===== config.mk =====
export PLATFORM = sky130hd
export DESIGN_NAME = lpht_divider
export DESIGN_NICKNAME = d
export VERILOG_FILES = /design/src/sv/lpht_pkg.sv /design/src/sv/lpht_divider.sv
export SDC_FILE = /design/constraint.sdc
export NUM_CORES = 1
export LEC_CHECK = 0
export ABC_AREA = 1
export BUFFER_PORTS_ARGS = -buffer_cell sky130_fd_sc_hd__buf_2
export CELL_PAD_IN_SITES_DETAIL_PLACEMENT = 1
export CELL_PAD_IN_SITES_GLOBAL_PLACEMENT = 1
export CORE_UTILIZATION = 27
export DETAILED_ROUTE_END_ITERATION = 8
export PLACE_DENSITY = 0.61
export SLEW_MARGIN = 0
export SYNTH_ARGS = -nofsm -noshare
export SYNTH_HDL_FRONTEND = slang
export SYNTH_SLANG_ARGS = --single-unit

===== constraint.sdc =====
create_clock -name i_clk -period 6.55 [get_ports i_clk]
set_clock_uncertainty 0.2 [all_clocks]
set_input_delay 0.655 -clock i_clk [delete_from_list [all_inputs] [get_ports i_clk]]
set_output_delay 0.655 -clock i_clk [all_outputs]
set_load 0.05 [all_outputs]

===== src/sv/lpht_pkg.sv =====
// ----------------------------------------------------------------------------
// lpht_pkg
// Types and constants shared by the linear probe hash table block.
// ----------------------------------------------------------------------------
package lpht_pkg;

    // operation codes
    typedef enum logic [1:0] {
        OP_LOOKUP = 2'd0,
        OP_INSERT = 2'd1,
        OP_DELETE = 2'd2,
        OP_CLEAR  = 2'd3
    } t_op;

    // result status codes
    typedef enum logic [1:0] {
        ST_OK        = 2'd0,
        ST_NOT_FOUND = 2'd1,
        ST_DUPLICATE = 2'd2,
        ST_FULL      = 2'd3
    } t_status;

    // per-slot state, code three is never written
    typedef enum logic [1:0] {
        SLOT_EMPTY = 2'd0,
        SLOT_USED  = 2'd1,
        SLOT_TOMB  = 2'd2
    } t_slot_state;

    // configuration register indexes
    localparam logic [1:0] CFG_BUCKET_COUNT = 2'd0;
    localparam logic [1:0] CFG_LOAD_FACTOR  = 2'd1;

    localparam int BUCKET_W    = 11;
    localparam int LOAD_W      = 7;
    localparam int CFG_IDX_W   = 2;
    localparam int WORD_W      = 64;
    localparam int KEY_W       = 4 * WORD_W;
    localparam int COUNT_OUT_W = 11;
    localparam int PCT_SCALE   = 100;
    localparam int DIV_CNT_W   = $clog2(WORD_W);

    localparam logic [BUCKET_W-1:0] BUCKET_RESET = 11'd1024;
    localparam logic [LOAD_W-1:0]   LOAD_RESET   = 7'd70;

    typedef struct packed {
        t_op               operation;
        logic [WORD_W-1:0] key_word0;
        logic [WORD_W-1:0] key_word1;
        logic [WORD_W-1:0] key_word2;
        logic [WORD_W-1:0] key_word3;
        logic [WORD_W-1:0] value_in;
    } t_in_item;

    typedef struct packed {
        t_status                status;
        logic [WORD_W-1:0]      value_out;
        logic [COUNT_OUT_W-1:0] entries_used;
        logic                   rehash_due;
    } t_out_item;

    // divider status towards the controller
    typedef struct packed {
        logic busy;
        logic done;
    } t_div_stat;

    // slot store write controls
    typedef struct packed {
        logic        st_we;
        logic        kv_we;
        t_slot_state st;
    } t_slot_wr;

endpackage


===== src/sv/lpht_divider.sv =====
// ----------------------------------------------------------------------------
// lpht_divider
// Restoring divider, one quotient bit per cycle, 64-bit dividend.
// ----------------------------------------------------------------------------
module lpht_divider
    import lpht_pkg::*;
#(
    parameter int DIV_W = 11
) (
    input  logic              i_clk,
    input  logic              i_rst_n,
    input  logic              i_start,
    input  logic [WORD_W-1:0] i_dividend,
    input  logic [DIV_W-1:0]  i_divisor,
    output t_div_stat         o_stat,
    output logic [DIV_W-1:0]  o_remainder
);

    logic                 r_busy, n_busy;
    logic                 r_done, n_done;
    logic [DIV_CNT_W-1:0] r_cnt, n_cnt;
    logic [WORD_W-1:0]    r_quo, n_quo;
    logic [DIV_W-1:0]     r_rem, n_rem;
    logic [DIV_W-1:0]     r_dvs, n_dvs;
    logic [DIV_W:0]       trial;
    logic [DIV_W:0]       diff;
    logic                 ge;

    // one compare and subtract step
    always_comb begin
        trial = {r_rem, r_quo[WORD_W-1]};
        ge    = (trial >= {1'b0, r_dvs});
        diff  = trial - {1'b0, r_dvs};
    end

    always_comb begin
        n_busy = r_busy;
        n_done = 1'b0;
        n_cnt  = r_cnt;
        n_quo  = r_quo;
        n_rem  = r_rem;
        n_dvs  = r_dvs;
        if (i_start) begin
            n_busy = 1'b1;
            n_cnt  = '0;
            n_quo  = i_dividend;
            n_rem  = '0;
            n_dvs  = i_divisor;
        end else if (r_busy) begin
            n_quo = {r_quo[WORD_W-2:0], ge};
            n_rem = ge ? diff[DIV_W-1:0] : trial[DIV_W-1:0];
            n_cnt = r_cnt + 1'b1;
            if (r_cnt == DIV_CNT_W'(WORD_W - 1)) begin
                n_busy = 1'b0;
                n_done = 1'b1;
            end
        end
    end

    always_ff @(posedge i_clk) begin
        if (!i_rst_n) begin
            r_busy <= 1'b0;
            r_done <= 1'b0;
            r_cnt  <= '0;
        end else begin
            r_busy <= n_busy;
            r_done <= n_done;
            r_cnt  <= n_cnt;
        end
        r_quo <= n_quo;
        r_rem <= n_rem;
        r_dvs <= n_dvs;
    end

    assign o_stat.busy = r_busy;
    assign o_stat.done = r_done;
    assign o_remainder = r_rem;

endmodule


Word-level counts from Yosys, hierarchy flattened
Cells that the tools add are included.
{"block": "classes", "muxes": 7, "n_bitwise": 2, "n_reduce_logical": 3, "div": 0, "n_eq_ne": 1, "order_cmp": 1, "mul": 0, "add_sub_neg": 2, "shifts": 0}
{"cell": "64-bit 2-to-1 mux", "n": 2}
{"cell": "12-bit by 11-bit greater-or-equal comparator with 1-bit output", "n": 1}
{"cell": "11-bit 2-to-1 mux", "n": 1}
{"cell": "11-bit subtractor", "n": 1}
{"cell": "6-bit by 1-bit adder with 6-bit output (second input constant)", "n": 1}
{"cell": "6-bit equality test (second input constant)", "n": 1}
{"cell": "1-bit 2-to-1 mux", "n": 4}
{"cell": "3-bit OR reduction", "n": 1}
{"cell": "1-bit NOT", "n": 2}
{"cell": "2-bit nonzero test", "n": 1}
{"cell": "2-bit OR reduction", "n": 1}
{"block": "word_totals", "latchBits": 0, "mem_bits_ro": 0, "reg_bits": 94, "n_memories": 0, "input_bits": 78, "mem_bits_rw": 0, "word_cells": 22}

Logic depth before layout (Yosys ltp)
{"block": "logic_depth", "word_depth": 4, "depth_mapped": 12, "mapped_depth_nobuf": 12}

Worst setup path after synthesis
OpenSTA, ideal clock, no wires.
{"block": "synth_path", "path_kind": "input port to flip-flop", "startpoint": "input port i_start", "endpoint": "register r_quo[0], enable pin", "t_required_ns": 5.931, "stages": 2, "slack_ns": 3.957, "arrival_time_ns": 1.974, "cell_sequence": "nor2_1 > inv_1"}
{"block": "synth_between", "elab_chain_len": 1}
{"item": "start: declaration", "line": "lpht_divider.sv:12", "source": "input logic i_start,"}
{"item": "2-bit nonzero test (no line)"}
{"item": "end signal: assignment", "line": "lpht_divider.sv:70", "source": "r_quo <= n_quo;"}
{"item": "end: declaration", "line": "lpht_divider.sv:22", "source": "logic [WORD_W-1:0] r_quo, n_quo;"}
No other way between the ends.
A chain may end at the register's enable or synchronous reset.

Worst setup path after layout
{"block": "layout_path", "startpoint": "input port i_start", "endpoint": "register r_quo[4], enable pin"}
The elaborated chain is that of the path after synthesis.

==> impl_metrics.tcl <==
set metrics [dict create \
    status "finished clean" \
    ios 91 \
    die_area_um2 17900 \
    start_util_pct 28.0 \
    htreeDepth 3 \
    dr_total_vias 3701 \
    crit_top_cell "buf_4" \
    synth.avg_cell_area_um2 8.69 \
    root_buffer "clkbuf_16" \
    first_global_vias 3896 \
    critPathSlowestCell "buf_2" \
    wirelength_mm 11.6 \
    setup_violations 0 \
    period_minus_slack_ns 2.96 \
    fmax_mhz 338 \
    worstSetupEndpointType "flop" \
    irDropWorstVdd_mv 0.124 \
    port-buffer-count 90 \
    layout_commonest_cell "nand2_1" \
    yosys_register_bits 94 \
    cap_violations 0 \
    cp.arrival_ns 2.73 \
    vias_per_cell 4.37 \
    die_x_um 134 \
    synthCells 540 \
    critical-path-top-delay-family "buffers and inverters" \
    grt_max_degree 66 \
    drive_gt1_share_pct 21.2 \
    cts-buffers-inserted 9 \
    fin_util_pct 33.3 \
    cp_max_fo 65 \
    clk_latency_ns 0.35 \
    row_count 47 \
    fp.dieH_um 134 \
    rsz0062_at_grt "no" \
    total_power_mw 1.36 \
    cts-resized-gates 0 \
    post_drt_wl_per_cell_um 13.8 \
    tightest_slew_ns 1.03 \
    drt-initial-drc-count 165 \
    holdBufCountCts 0 \
    coreArea_um2 16800 \
    hold_slack_ns 0.283 \
    cp.buffers_inverters 4 \
    p_leak_nw 2.74 \
    pre_cts_ws_ns 3.14 \
    period_share_pct 45.2 \
    cts_sinks 94 \
    yosysWarnings 0 \
    hold_path.class "input port to flop" \
    route.detailed.drc 0 \
    syn2layout_area_growth_pct 18.9 \
    crit_type "input port to flop" \
    dr.pass1.iters 4 \
    nets 713 \
    dp_cells 831 \
    ant_nets 0 \
    synth.net_count 631 \
    cts_tree "yes" \
    grt-ovfl-total 0 \
    synth_cell_types 33 \
    final_cell_mix "265 x nand2_1, 90 x buf_2, 75 x edfxtp_1, 48 x inv_1, 25 x nand3_1" \
    multi_input_area_um2 1740 \
    cp-start-kind "input port" \
    cp.required_ns 6.32 \
    grt_pass1_wl_mm 19.5 \
    fill_cells 2039 \
    regArea_um2 2630 \
    crit_path_cell_trace "buf_2 -> buf_4 -> nor2_1 -> inv_2 -> buf_4" \
    place.gp.congestion 0.808 \
    fin_tns_setup_ns 0 \
    dpl.hpwl_mm 8.20 \
    final_area_um2 5580 \
    grt_usage_pct 13.9 \
    syn-cell-area_um2 4690 \
    slew_violations 0 \
    clockBufferDepth 2 \
    powerDensity_nw_per_um2 243 \
    fin_cells 846 \
    finalHoldViolCount 0 \
    setup_ws_ns 3.59 \
    grt_antenna_before_repair 0 \
    ys_seq_area_share_pct 56.1 \
    place_area_um2 5310 \
    cts_setup_buffers 0 \
    clkTransAtPathRegs_ns 0.07 \
    relSlewSlack_pct 31.2 \
    antenna_cells 0 \
    slowest_delay_ns 0.68 \
]
[synth_stat cells]
| master | number | area [um^2] |
|---|---|---|
| a21oi_1 | 6 | 30.0 |
| a21oi_2 | 1 | 8.76 |
| a31oi_1 | 1 | 6.26 |
| and2_4 | 1 | 8.76 |
| buf_1 | 7 | 26.3 |
| buf_12 | 1 | 20.0 |
| buf_2 | 3 | 15.0 |
| buf_4 | 3 | 22.5 |
| buf_6 | 1 | 11.3 |
| clkbuf_1 | 6 | 22.5 |
| clkbuf_4 | 1 | 7.51 |
| dfxtp_1 | 19 | 380 |
| edfxtp_1 | 75 | 2250 |
| fa_1 | 1 | 20.0 |
| ha_1 | 12 | 150 |
| inv_1 | 50 | 188 |
| inv_2 | 2 | 7.51 |
| nand2_1 | 265 | 995 |
| nand2_2 | 11 | 68.8 |
| nand3_1 | 25 | 125 |
| nand3_2 | 5 | 50.1 |
| nand4_1 | 15 | 93.8 |
| nand4_4 | 1 | 21.3 |
| nor2_1 | 12 | 45.0 |
| nor2_2 | 2 | 12.5 |
| nor2_4 | 1 | 11.3 |
| nor3_1 | 4 | 20.0 |
| nor3b_1 | 2 | 15.0 |
| o211ai_1 | 1 | 7.51 |
| o21bai_1 | 1 | 7.51 |
| or2_1 | 1 | 6.26 |
| xnor2_1 | 2 | 17.5 |
| xor2_1 | 2 | 17.5 |
[per-layer routing]
metal / up-vias / part of all wire, % / track usage, %
met3: 10 / 3.8 / 2.83
met2: 77 / 47 / 22.9
li1: 1891 / - / -
met4: 0 / 1.0 / 4.23
met5: - / 0 / 0
met1: 1723 / 48 / 18.2
[final timing paths]
check | startpoint | endpoint | slack (ns) | cells after the start
max | i_start | r_quo[4]$_DFFE_PP_ | 3.59 | 5
min | i_divisor[4] | r_dvs[4]$_DFFE_PP_ | 0.28 | 1
max reg2reg | r_quo[63]$_DFFE_PP_ | r_quo[0]$_DFFE_PP_ | 4.00 | 10
min reg2reg | o_remainder[10]$_SDFFE_PP0P_ | o_remainder[10]$_SDFFE_PP0P_ | 0.29 | 2
[where the power goes]
group	switching, mW	leakage (nW)	internal, mW
Clock	0.233	0.133	0.257
Sequential	0.0152	0.918	0.704
Combinational	0.0948	1.69	0.0528
[cells by family after synthesis]
kind of cell / Yosys count / share of synthesized area [%]
fa+ha+maj: 13 / 3.63
xor+xnor: 4 / 0.747
buf+inv: 74 / 6.83
flops: 94 / 56.1
compound gates: 10 / 1.28
simple gates: 345 / 31.4
[state kept, by name, summed over array words and instances (netlist names)]
name	flops
o_remainder	11
r_busy	1
r_cnt	6
r_done	1
r_dvs	11
r_quo	64
[final cells by class]
type | count | share of cell area [%]
sequential | 94 | 47.2
multi-input combinational | 372 | 31.2
timing repair buffer | 93 | 8.48
tap | 220 | 4.94
clock buffer | 10 | 4.11
inverter | 52 | 3.50
clock inverter | 5 | 0.583
(Power assumes the default switching activity.)
